===== src/wmc_pkg.sv =====
// wmc_pkg: shared widths, thresholds and types of the window movement classifier
`timescale 1ns / 1ps

package wmc_pkg;

    // window size and derived widths
    localparam int WINDOW_SAMPLES = 16;
    localparam int LOG_N          = $clog2(WINDOW_SAMPLES);
    localparam int CNT_W          = LOG_N;

    localparam int ACC_W  = 16;
    localparam int P_IN_W = 23;
    localparam int MOVE_W = 3;

    localparam int SZ_W = ACC_W + LOG_N;
    localparam int SQ_W = 2 * ACC_W - 1 + LOG_N;
    localparam int P_W  = P_IN_W + LOG_N;
    localparam int D_W  = 2 * ACC_W + 2 * LOG_N;
    localparam int DP_W = P_W + 1;

    localparam int S_TDATA_W = ((3 * ACC_W + 2 * P_IN_W + 7) / 8) * 8;
    localparam int M_TDATA_W = ((MOVE_W + 7) / 8) * 8;

    // window queue between front and back
    localparam int QUEUE_DEPTH = 2;
    localparam int QPTR_W      = $clog2(QUEUE_DEPTH);
    localparam int QCNT_W      = $clog2(QUEUE_DEPTH + 1);

    // scale factors: ns = N*4096, kv = N*(N-1)*4096*4096
    localparam longint NS = longint'(WINDOW_SAMPLES) * 4096;
    localparam longint KV = longint'(WINDOW_SAMPLES) * longint'(WINDOW_SAMPLES - 1)
                            * 4096 * 4096;

    // variance limits on d = N*sum_z2 - sum_z^2
    localparam longint D_LIFT_LO = (KV + 3999) / 4000;
    localparam longint D_LIFT_HI = (6 * KV) / 1000;
    localparam longint D_UP      = (85 * KV) / 1000;
    localparam longint D_DN      = (95 * KV) / 1000;

    // pressure change limits on the sum difference
    localparam longint DP_LIFT = (47 * NS) / 1000;
    localparam longint DP_UP   = (17 * NS) / 1000;
    localparam longint DP_DN   = (18 * NS) / 1000;

    // mean bands on the magnitude of the axis sums
    localparam longint X_LO    = (7 * NS) / 100;
    localparam longint X_UP_HI = (35 * NS + 99) / 100;
    localparam longint X_DN_HI = (30 * NS + 99) / 100;
    localparam longint Y_LO    = (65 * NS) / 1000;
    localparam longint Y_HI    = (25 * NS + 99) / 100;

    typedef enum logic [MOVE_W-1:0] {
        MOVE_IDLE        = 3'd0,
        MOVE_LIFT_UP     = 3'd1,
        MOVE_LIFT_DOWN   = 3'd2,
        MOVE_STAIRS_UP   = 3'd3,
        MOVE_STAIRS_DOWN = 3'd4
    } movement_t;

    typedef enum logic [1:0] {
        BK_IDLE,
        BK_SQUARE,
        BK_DIFF,
        BK_DECIDE
    } back_state_t;

    // sums of one full window
    typedef struct packed {
        logic signed [SZ_W-1:0] sum_x;
        logic signed [SZ_W-1:0] sum_y;
        logic signed [SZ_W-1:0] sum_z;
        logic        [SQ_W-1:0] sum_z_squared;
        logic        [P_W-1:0]  sum_p_now;
        logic        [P_W-1:0]  sum_p_before;
    } window_sum_t;

endpackage


===== src/wmc_front.sv =====
// wmc_front: takes samples and accumulates the window sums
`timescale 1ns / 1ps

module wmc_front
    import wmc_pkg::*;
(
    input  logic                 clk,
    input  logic                 rst_n,
    input  logic                 s_tvalid,
    output logic                 s_tready,
    input  logic [S_TDATA_W-1:0] s_tdata,
    output logic                 push_valid,
    input  logic                 push_ready,
    output window_sum_t          push_data
);

    logic                    busy_reg;
    logic [CNT_W-1:0]        cnt_reg;
    logic signed [ACC_W-1:0] ax_reg;
    logic signed [ACC_W-1:0] ay_reg;
    logic signed [ACC_W-1:0] az_reg;
    logic [P_IN_W-1:0]       pn_reg;
    logic [P_IN_W-1:0]       pb_reg;
    window_sum_t             sums_reg;
    window_sum_t             sums_next;
    logic [31:0]             z_sq;
    logic                    last_sample;
    logic                    do_accept;
    logic                    do_advance;

    assign s_tready    = !busy_reg;
    assign do_accept   = s_tvalid && s_tready;
    assign last_sample = (cnt_reg == CNT_W'(WINDOW_SAMPLES - 1));
    assign do_advance  = busy_reg && (!last_sample || push_ready);

    // square of z, nonnegative and below 2^31
    assign z_sq = 32'(az_reg) * 32'(az_reg);

    // running sums including the held sample
    always_comb
    begin
        sums_next.sum_x         = sums_reg.sum_x + SZ_W'(ax_reg);
        sums_next.sum_y         = sums_reg.sum_y + SZ_W'(ay_reg);
        sums_next.sum_z         = sums_reg.sum_z + SZ_W'(az_reg);
        sums_next.sum_z_squared = sums_reg.sum_z_squared + SQ_W'(z_sq);
        sums_next.sum_p_now     = sums_reg.sum_p_now + P_W'(pn_reg);
        sums_next.sum_p_before  = sums_reg.sum_p_before + P_W'(pb_reg);
    end

    // the full window goes to the queue with the last sample folded in
    assign push_valid = busy_reg && last_sample;
    assign push_data  = sums_next;

    // sample holding register
    always_ff @(posedge clk)
    begin
        if (do_accept)
        begin
            ax_reg <= s_tdata[ACC_W-1:0];
            ay_reg <= s_tdata[2*ACC_W-1:ACC_W];
            az_reg <= s_tdata[3*ACC_W-1:2*ACC_W];
            pn_reg <= s_tdata[3*ACC_W+P_IN_W-1:3*ACC_W];
            pb_reg <= s_tdata[3*ACC_W+2*P_IN_W-1:3*ACC_W+P_IN_W];
        end
    end

    // busy flag, sample count and sums
    always_ff @(posedge clk or negedge rst_n)
    begin
        if (!rst_n)
        begin
            busy_reg <= 1'b0;
            cnt_reg  <= '0;
            sums_reg <= '0;
        end
        else
        begin
            if (do_accept)
            begin
                busy_reg <= 1'b1;
            end
            else if (do_advance)
            begin
                busy_reg <= 1'b0;
            end
            if (do_advance)
            begin
                if (last_sample)
                begin
                    cnt_reg  <= '0;
                    sums_reg <= '0;
                end
                else
                begin
                    cnt_reg  <= cnt_reg + 1'b1;
                    sums_reg <= sums_next;
                end
            end
        end
    end

    // a sample that is not the last is accumulated without a stall
    assert property (@(posedge clk) disable iff (!rst_n)
        busy_reg && !last_sample |=> !busy_reg)
        else $error("front: sample not accumulated in one cycle");

    // a pushed window restarts the count
    assert property (@(posedge clk) disable iff (!rst_n)
        push_valid && push_ready |=> cnt_reg == '0 && sums_reg == '0)
        else $error("front: window not cleared after push");

endmodule


===== src/wmc_queue.sv =====
// wmc_queue: short queue of window sums between front and back
`timescale 1ns / 1ps

module wmc_queue
    import wmc_pkg::*;
(
    input  logic        clk,
    input  logic        rst_n,
    input  logic        push_valid,
    output logic        push_ready,
    input  window_sum_t push_data,
    output logic        pop_valid,
    input  logic        pop_ready,
    output window_sum_t pop_data
);

    window_sum_t       entry_reg [QUEUE_DEPTH];
    logic [QPTR_W-1:0] wr_ptr_reg;
    logic [QPTR_W-1:0] rd_ptr_reg;
    logic [QCNT_W-1:0] cnt_reg;
    logic              do_push;
    logic              do_pop;

    assign push_ready = (cnt_reg != QCNT_W'(QUEUE_DEPTH));
    assign pop_valid  = (cnt_reg != '0);
    assign do_push    = push_valid && push_ready;
    assign do_pop     = pop_valid && pop_ready;
    assign pop_data   = entry_reg[rd_ptr_reg];

    // entry storage
    always_ff @(posedge clk)
    begin
        if (do_push)
        begin
            entry_reg[wr_ptr_reg] <= push_data;
        end
    end

    // pointers and fill count
    always_ff @(posedge clk or negedge rst_n)
    begin
        if (!rst_n)
        begin
            wr_ptr_reg <= '0;
            rd_ptr_reg <= '0;
            cnt_reg    <= '0;
        end
        else
        begin
            if (do_push)
            begin
                wr_ptr_reg <= (wr_ptr_reg == QPTR_W'(QUEUE_DEPTH - 1)) ? '0
                              : wr_ptr_reg + 1'b1;
            end
            if (do_pop)
            begin
                rd_ptr_reg <= (rd_ptr_reg == QPTR_W'(QUEUE_DEPTH - 1)) ? '0
                              : rd_ptr_reg + 1'b1;
            end
            if (do_push && !do_pop)
            begin
                cnt_reg <= cnt_reg + 1'b1;
            end
            else if (do_pop && !do_push)
            begin
                cnt_reg <= cnt_reg - 1'b1;
            end
        end
    end

    // empty or full queue has both pointers on the same entry
    assert property (@(posedge clk) disable iff (!rst_n)
        (cnt_reg == '0 || cnt_reg == QCNT_W'(QUEUE_DEPTH)) |-> wr_ptr_reg == rd_ptr_reg)
        else $error("queue: pointers disagree with fill count");

    // a lone push grows the count by one
    assert property (@(posedge clk) disable iff (!rst_n)
        do_push && !do_pop |=> cnt_reg == $past(cnt_reg) + 1'b1)
        else $error("queue: push lost");

endmodule


===== src/wmc_back.sv =====
// wmc_back: classifies one window of sums and holds the result
`timescale 1ns / 1ps

module wmc_back
    import wmc_pkg::*;
(
    input  logic                 clk,
    input  logic                 rst_n,
    input  logic                 pop_valid,
    output logic                 pop_ready,
    input  window_sum_t          pop_data,
    output logic                 m_tvalid,
    input  logic                 m_tready,
    output logic [M_TDATA_W-1:0] m_tdata
);

    back_state_t            state_reg;
    back_state_t            state_next;
    window_sum_t            win_reg;
    logic [D_W-1:0]         szsq_reg;
    logic [D_W-1:0]         nszz_reg;
    logic [SZ_W-1:0]        ax_reg;
    logic [SZ_W-1:0]        ay_reg;
    logic signed [DP_W-1:0] dp_reg;
    logic signed [D_W-1:0]  d_reg;
    movement_t              move_reg;
    movement_t              move_next;
    logic                   out_valid_reg;
    logic                   ld_win;
    logic                   ld_sq;
    logic                   ld_d;
    logic                   out_load;
    logic                   out_free;
    logic signed [63:0]     d64;
    logic signed [63:0]     dp64;
    logic signed [63:0]     ax64;
    logic signed [63:0]     ay64;
    logic                   var_small;
    logic                   y_band;
    logic                   x_up;
    logic                   x_down;

    assign out_free = !out_valid_reg || m_tready;

    // next state
    always_comb
    begin
        state_next = state_reg;
        case (state_reg)
            BK_IDLE:
            begin
                if (pop_valid)
                begin
                    state_next = BK_SQUARE;
                end
            end
            BK_SQUARE: state_next = BK_DIFF;
            BK_DIFF:   state_next = BK_DECIDE;
            BK_DECIDE:
            begin
                if (out_free)
                begin
                    state_next = BK_IDLE;
                end
            end
            default:   state_next = BK_IDLE;
        endcase
    end

    // state outputs
    always_comb
    begin
        pop_ready = 1'b0;
        ld_win    = 1'b0;
        ld_sq     = 1'b0;
        ld_d      = 1'b0;
        out_load  = 1'b0;
        case (state_reg)
            BK_IDLE:
            begin
                pop_ready = 1'b1;
                ld_win    = pop_valid;
            end
            BK_SQUARE: ld_sq    = 1'b1;
            BK_DIFF:   ld_d     = 1'b1;
            BK_DECIDE: out_load = out_free;
            default:   pop_ready = 1'b0;
        endcase
    end

    // squares, magnitudes and pressure change, then the variance term
    always_ff @(posedge clk)
    begin
        if (ld_win)
        begin
            win_reg <= pop_data;
        end
        if (ld_sq)
        begin
            szsq_reg <= win_reg.sum_z * win_reg.sum_z;
            nszz_reg <= D_W'(win_reg.sum_z_squared) * D_W'(WINDOW_SAMPLES);
            ax_reg   <= win_reg.sum_x[SZ_W-1] ? SZ_W'(-win_reg.sum_x) : SZ_W'(win_reg.sum_x);
            ay_reg   <= win_reg.sum_y[SZ_W-1] ? SZ_W'(-win_reg.sum_y) : SZ_W'(win_reg.sum_y);
            dp_reg   <= $signed({1'b0, win_reg.sum_p_now})
                        - $signed({1'b0, win_reg.sum_p_before});
        end
        if (ld_d)
        begin
            d_reg <= $signed(nszz_reg - szsq_reg);
        end
        if (out_load)
        begin
            move_reg <= move_next;
        end
    end

    // threshold tests against constants scaled by the window size
    assign d64  = 64'(d_reg);
    assign dp64 = 64'(dp_reg);
    assign ax64 = 64'(ax_reg);
    assign ay64 = 64'(ay_reg);

    assign var_small = (d64 >= D_LIFT_LO) && (d64 <= D_LIFT_HI);
    assign y_band    = (ay64 > Y_LO) && (ay64 < Y_HI);
    assign x_up      = (ax64 > X_LO) && (ax64 < X_UP_HI);
    assign x_down    = (ax64 > X_LO) && (ax64 < X_DN_HI);

    // decisions in priority order
    always_comb
    begin
        if (var_small && (dp64 < -DP_LIFT))
        begin
            move_next = MOVE_LIFT_UP;
        end
        else if (var_small && (dp64 > DP_LIFT))
        begin
            move_next = MOVE_LIFT_DOWN;
        end
        else if ((x_up || y_band) && (d64 > D_UP) && (dp64 < -DP_UP))
        begin
            move_next = MOVE_STAIRS_UP;
        end
        else if ((x_down || y_band) && (d64 > D_DN) && (dp64 > DP_DN))
        begin
            move_next = MOVE_STAIRS_DOWN;
        end
        else
        begin
            move_next = MOVE_IDLE;
        end
    end

    // state and output valid
    always_ff @(posedge clk or negedge rst_n)
    begin
        if (!rst_n)
        begin
            state_reg     <= BK_IDLE;
            out_valid_reg <= 1'b0;
        end
        else
        begin
            state_reg <= state_next;
            if (out_load)
            begin
                out_valid_reg <= 1'b1;
            end
            else if (m_tready)
            begin
                out_valid_reg <= 1'b0;
            end
        end
    end

    assign m_tvalid = out_valid_reg;
    assign m_tdata  = M_TDATA_W'(move_reg);

    // a result only appears from the decide step
    assert property (@(posedge clk) disable iff (!rst_n)
        $rose(m_tvalid) |-> $past(state_reg) == BK_DECIDE)
        else $error("back: result without decision");

endmodule


===== src/window_movement_classifier.sv =====
// window_movement_classifier: top level, front accumulator, window queue and classifier
//
//  channel  dir  handshake            payload
//  s_*      in   s_tvalid / s_tready  tdata: accel_x, accel_y, accel_z, pressure_now,
//                                     pressure_before
//  m_*      out  m_tvalid / m_tready  tdata: movement
//
// a sample is taken in its request cycle and held for the accumulate cycle with the z squaring,
// so the front takes no new sample before it is through with the last one
// a full window waits in the queue for an idle back, which squares, diffs and decides on it
// reset clears the sums, count, queue and result valid flag at once, no clearing pass
// the last sample of a window waits in the front while the two-entry queue is full
// the result register holds a result until taken while the back works on the next window
`timescale 1ns / 1ps

module window_movement_classifier
    import wmc_pkg::*;
(
    input  logic                 clk,
    input  logic                 rst_n,
    input  logic                 s_tvalid,
    output logic                 s_tready,
    // [15:0] accel_x, [31:16] accel_y, [47:32] accel_z, [70:48] pressure_now,
    // [93:71] pressure_before, [95:94] zero
    input  logic [S_TDATA_W-1:0] s_tdata,
    output logic                 m_tvalid,
    input  logic                 m_tready,
    // [2:0] movement, [7:3] zero
    output logic [M_TDATA_W-1:0] m_tdata
);

    logic        push_valid;
    logic        push_ready;
    window_sum_t push_data;
    logic        pop_valid;
    logic        pop_ready;
    window_sum_t pop_data;

    // sample accumulation
    wmc_front u_front
    (
        .clk        (clk),
        .rst_n      (rst_n),
        .s_tvalid   (s_tvalid),
        .s_tready   (s_tready),
        .s_tdata    (s_tdata),
        .push_valid (push_valid),
        .push_ready (push_ready),
        .push_data  (push_data)
    );

    // window queue
    wmc_queue u_queue
    (
        .clk        (clk),
        .rst_n      (rst_n),
        .push_valid (push_valid),
        .push_ready (push_ready),
        .push_data  (push_data),
        .pop_valid  (pop_valid),
        .pop_ready  (pop_ready),
        .pop_data   (pop_data)
    );

    // classification
    wmc_back u_back
    (
        .clk       (clk),
        .rst_n     (rst_n),
        .pop_valid (pop_valid),
        .pop_ready (pop_ready),
        .pop_data  (pop_data),
        .m_tvalid  (m_tvalid),
        .m_tready  (m_tready),
        .m_tdata   (m_tdata)
    );

endmodule

===== config.mk =====
export PLATFORM = sky130hd
export DESIGN_NAME = window_movement_classifier
export DESIGN_NICKNAME = d
export VERILOG_FILES = /design/src/wmc_pkg.sv /design/src/wmc_front.sv /design/src/wmc_queue.sv /design/src/wmc_back.sv /design/src/window_movement_classifier.sv
export SDC_FILE = /design/constraint.sdc
export NUM_CORES = 2
export LEC_CHECK = 0
export BUFFER_PORTS_ARGS = -buffer_cell sky130_fd_sc_hd__buf_2
export CAP_MARGIN = 20
export CORE_MARGIN = 8
export CORE_UTILIZATION = 40
export CTS_CLUSTER_DIAMETER = 50
export CTS_CLUSTER_SIZE = 12
export DETAILED_ROUTE_END_ITERATION = 6
export HOLD_SLACK_MARGIN = 0.1
export PLACE_DENSITY = 0.64
export SLEW_MARGIN = 25
export SYNTH_ARGS = -nofsm -noshare
export SYNTH_HDL_FRONTEND = slang
export SYNTH_SLANG_ARGS = --single-unit

===== constraint.sdc =====
create_clock -name clk -period 7.7 [get_ports clk]
set_clock_uncertainty 0.1 [all_clocks]
set_input_delay 0.385 -clock clk [delete_from_list [all_inputs] [get_ports clk]]
set_output_delay 0.385 -clock clk [all_outputs]
set_load 0.02 [all_outputs]

== Yosys cells after proc, flatten, opt, wreduce, memory -nomap -nowiden ==
Memory sizes are Yosys's and may differ from the RTL's. A register that Yosys moved wholly into a read port is not among the register bits.
Cells that the tools add are included.

* $mul: 2
* Multiplexer cells: 25
* $lt $le $gt $ge: 13
* $add $sub $neg: 15
* Equality and inequality tests: 7
* Reduce and logical (&&, ||, !) cells: 33

{| class="wikitable"
|+ Operators by type and width
! kind !! count
|-
| 149-bit two-way mux || 1
|-
| 40-bit by 30-bit greater-than comparator with 1-bit output, second input constant || 2
|-
| 20-bit by 16-bit adder with 20-bit output || 3
|-
| 20-bit by 15-bit less-than comparator with 1-bit output, second input constant || 3
|-
| 27-bit by 23-bit adder with 27-bit output || 2
|-
| 40-bit by 21-bit >= comparator with 1-bit output, second input constant || 1
|-
| 20-bit by 13-bit greater-than comparator with 1-bit output, second input constant || 2
|-
| 40-bit by 26-bit <= comparator with 1-bit output, second input constant || 1
|-
| 20-bit by 20-bit multiplier with 40-bit output || 1
|-
| 20-bit negator || 2
|-
| 39-bit by 40-bit subtractor with 40-bit output || 1
|-
| 19-bit two-way mux || 2
|-
| 35-bit by 32-bit adder with 35-bit output || 1
|-
| 16-bit by 16-bit multiplier with 32-bit output || 1
|-
| 28-bit by 12-bit greater-than comparator with 1-bit output, second input constant || 1
|-
| 28-bit by 13-bit greater-than comparator with 1-bit output, second input constant || 1
|-
| 28-bit by 12-bit less-than comparator with 1-bit output, second input constant || 1
|-
| 28-bit by 13-bit less-than comparator with 1-bit output, second input constant || 1
|-
| 27-bit by 27-bit subtractor with 28-bit output || 1
|-
| 1-bit logical AND || 17
|-
| 1-bit two-way mux || 13
|-
| 2-bit two-way mux || 6
|-
| 2-bit case mux with 4 select lines || 1
|-
| 2-bit nonzero test || 4
|-
| other kinds (16) || 26
|}

* Output and inout port bits: 10
* Flip-flop bits (word level): 441
* Bits of input ports: 100
* Memories: 1
* Logic and storage cells: 124
* Memory bits (writable): 298

{| class="wikitable"
|+ Memory list
! memory !! words !! width !! rd ports !! clocked after memory_dff !! wr ports !! RTL line !! RTL
|-
| u_queue.entry_reg || 2 || 149 || 1 || 1 || 1 || wmc_queue.sv:17 || <nowiki>window_sum_t entry_reg [QUEUE_DEPTH];</nowiki>
|}

== Logic depth before layout (Yosys ltp) ==
* Depth in word-level cells: 8
* Gate-level depth with buffers: 36
* Depth with buffers taken out: 34

== Modules after synthesis ==
From an unflattened synthesis, not the netlist that was laid out.

* Cells, all modules: 5460
* Area, all modules: 63935.1 um^2

{| class="wikitable"
|+ By module, submodules not included
! module !! cells each !! times used !! sequential area each (um^2) !! area an instance (um^2)
|-
| wmc_back || 2604 || 1 || 10014.6 || 28795.1
|-
| wmc_front || 2374 || 1 || 6676.4 || 23780.3
|-
| wmc_queue || 482 || 1 || 9048.7 || 11359.6
|}

== Worst setup path after synthesis ==
OpenSTA, ideal clock, no wires.

* Path kind: reg2reg
* From: register u_front.az_reg[15]
* To: register u_front.sums_reg[85] (netlist bit)
* Setup slack: -0.416 ns
* Clock period less this slack: 8.116 ns
* Required time: 7.479 ns
* Cell stages (with the launch flop): 31
* Library setup time: 0.121 ns
* Arrival time: 7.895 ns
* Buffers on the path: 2
* Cell sequence: edfxtp_1 clkbuf_1 buf_1 nand2_1 fa_1 inv_1 fa_1 fa_1 fa_1 fa_1 inv_1 fa_1 inv_1 ha_1 and2_1 and3_1 a211oi_1 o21bai_1 a21oi_1 o21bai_1 a21oi_1 xnor2_1 ha_1 a21oi_1 or4b_4 o211ai_2 nand2_1 a211o_1 a21oi_2 xnor2_1 a22o_1

{| class="wikitable"
|+ RTL lines
! element !! RTL line !! RTL
|-
| from (decl) || wmc_front.sv:21 || <nowiki>logic signed [ACC_W-1:0] az_reg;</nowiki>
|-
| from (signal assigned) || wmc_front.sv:61 || <nowiki>az_reg <= s_tdata[3*ACC_W-1:2*ACC_W];</nowiki>
|-
| to (signal assigned) || wmc_front.sv:96 || <nowiki>sums_reg <= sums_next;</nowiki>
|-
| to (decl) || wmc_front.sv:24 || <nowiki>window_sum_t sums_reg;</nowiki>
|}

==> metrics.txt <==
Synth-to-Final Area Change=17.8%; Main synth FF type=edfxtp_1; residual DRC count=0; most common cell after layout, fill and taps aside=inv_1; violated checks=negative setup slack; Final GP Congestion=0.853; layout cells sized above 1=0.167; Synth Cell Area=~63000 sq um; RSZ-0062 raised after global routing=yes; CTS Buf Count=103; main combinational cell family by area after synthesis=adder cells; worst hold path class=input port to async pin; vias=41400; Max Cap Viol=0; Critical Path RT=slightly above 8 ns; initial antenna violation count=4; row count=between 100 and 150; first drt pass iteration count=5; Buffers on Ports=~100; status=complete, but fails checks; crit-path max cell delay=0.55 ns; Synth Area in XOR/XNOR=0.0427; DP Wirelength=between 100000 and 150000 um; Die Height=413 um; vias in the first global route=between 40000 and 50000; post-synthesis mux area share=0.0276; Setup crit end kind=flop; CP Max Fanout=11; Seq/Total Area, Yosys=0.408; Final min period=7.84 ns; Peak Freq=128 MHz; setup ws final=-0.137 ns; Top cell by count, worst path=fa_1; worst rel slew slack=0.333; Fin. Hold Viols=0; Synth Area in Compound Gates=0.0812; CTS tree=done; slowest stage cell, crit path=or4b_4; reg2reg setup slack=-0.14 ns; Die Width=413 um; asr flop ratio synth=0.182; Fin Hold WS=about 0.15 ns; largest net degree at the start of global routing=about 120; post-route ant nets=0; Post-synth EDFFs=around 720; simple-gate share of the synthesized area=0.100; most frequent cells in the layout=inv_1, edfxtp_1, fa_1; R2R cell count=30; first-pass GRT wire length=approximately 230000 um; Initial Util=0.404; Final nets=roughly 7000; Setup violations, final=11; Yosys reg bits=slightly below 900; Synth Area in Adders=0.278; H-tree Lvls=3; Ports=110; worst slew pin tran=between 1 and 1.5 ns; CTS Root Cell=clkbuf_16; CP arrival=between 8 and 9 ns; met3 Track Usage GR=0.0224; Core Region=around 160000 sq um; Syn Area/Cell=around 11 sq um; CTS Buffer Depth=3; RR Endpoint=u_front.sums_reg[85]; die area=between 150000 and 200000 sq um; setup tns final=-0.683 ns; 1st-iter DRT viols=between 2000 and 2500; max-slew violation count=0; met1 GRT Util=0.228; CTS Sinks=approximately 880; Cell variety after synth=81; Overall Global Routing Usage=0.165; Syn Inst Count=roughly 5500; Ys Warns=0; crit path kind=flop to flop; layer with the highest usage=met2; Tcrit/Tclk final=1.02; Reg clk slew, reported paths=0.06 ns; GRT Residual Overflow=0; global routing usage on met2=0.273; Largest register FFs=298; Reg2Reg Launch Point=u_front.az_reg[4]; worst-skew pair later-pin latency=0.68 ns; Layout fillers=approximately 14000; startpoint types=flop; wire length per cell=between 15 and 20 um; via/cell ratio=roughly 5.0; WL final=142000 um
through the flow:
| step | area, sq um | utilization | std cells | worst slack, ns |
|---|---|---|---|---|
| 4_1_cts | 73500 | 0.470 | 8190 | -0.0652 |
| 3_3_place_gp | 68600 | 0.439 | 7882 | -0.205 |
| 6_report | 74400 | 0.475 | 8216 | -0.137 |
| 5_1_grt | 74400 | 0.475 | 8215 | -0.429 |
| 2_1_floorplan | 63200 | - | 5512 | -0.0555 |
| 3_5_place_dp | 68600 | 0.439 | 7882 | -0.254 |
final cells by class:
cell class | count | area, sq um | area share
Antenna cell | 2 | 5.00 | 0.0000673
Clock buffer | 145 | 2800 | 0.0376
Clock inverter | 46 | 629 | 0.00846
Inverter | 905 | 3400 | 0.0458
Multi-Input combinational cell | 3586 | 34500 | 0.463
Sequential cell | 884 | 25700 | 0.346
Tap cell | 2058 | 2570 | 0.0346
Timing Repair Buffer | 590 | 4740 | 0.0638
repair_timing:
action                                 in CTS  in global routing
endpoints found under the hold margin     147                  0
gates resized for setup                    67                152
setup endpoints to repair                  29                 47
pin swaps                                  54                104
setup buffers                              21                 29
hold buffers                               96                  0
critical path, delay by kind of cell, from the launching register on:
family,cells,cell delay [ns]
AND/OR/NAND/NOR,4,1.03
buffers and inverters,6,0.55
adder cells (fa/ha/maj),8,3.31
AO/OA/AOI/OAI,10,1.93
XOR/XNOR,2,0.25
flip-flops,1,0.51
logic make-up (layout without fill, tap and decap cells):
kind of cell / Yosys count / count (layout)
adder cells (fa/ha/maj): 1027 / 1027
buffers and inverters: 1042 / 1686
flip-flops: 884 / 884
XOR/XNOR: 308 / 308
other: 1 / 7
AND/OR/NAND/NOR: 1327 / 1327
multiplexers: 155 / 155
AO/OA/AOI/OAI: 764 / 764
per-layer routing:
metal	share of wire	routed length, um
met2	0.48	67500
met3	0.045	6400
met4	0.026	3730
met1	0.45	64100
met5	0	0
worst max path at each step:
stage,startpoint,endpoint,slack (ns),cells after the start
floorplan,u_front.az_reg[9],u_front.sums_reg[85],-0.06,33
global placement,u_front.az_reg[4],u_front.sums_reg[85],-0.20,31
detailed placement,u_front.az_reg[2],u_front.sums_reg[88],-0.25,33
CTS,u_front.az_reg[9],u_front.sums_reg[85],-0.07,31
global route,u_front.az_reg[9],u_front.sums_reg[85],-0.43,33
finish,u_front.az_reg[4],u_front.sums_reg[85],-0.14,30
cell usage after synthesis, types with 19 or more instances:
cell type,count,share of area
a22o_1,30,0.0042
o21a_1,50,0.0059
a31oi_1,27,0.0027
and2_1,118,0.012
edfxtp_1,723,0.34
a21o_1,105,0.012
nor4_1,19,0.0019
a211oi_1,31,0.0037
nor2b_1,35,0.0035
ha_1,400,0.079
xor2_1,81,0.011
nand2_1,501,0.030
or3_1,29,0.0029
inv_1,902,0.054
mux2_2,151,0.027
nor2_1,224,0.013
nand2b_1,51,0.0051
clkbuf_1,120,0.0071
fa_1,627,0.20
o31ai_1,23,0.0027
o21bai_1,23,0.0027
o21ai_0,134,0.011
and3_1,46,0.0046
xnor2_1,227,0.032
nor3_1,62,0.0049
nand4_1,26,0.0026
a21oi_1,186,0.015
nand3_1,156,0.012
dfrtp_1,161,0.064
Power is not shown: default switching activity piles up to over one toggle a cycle in this logic, so the estimate is an artifact.
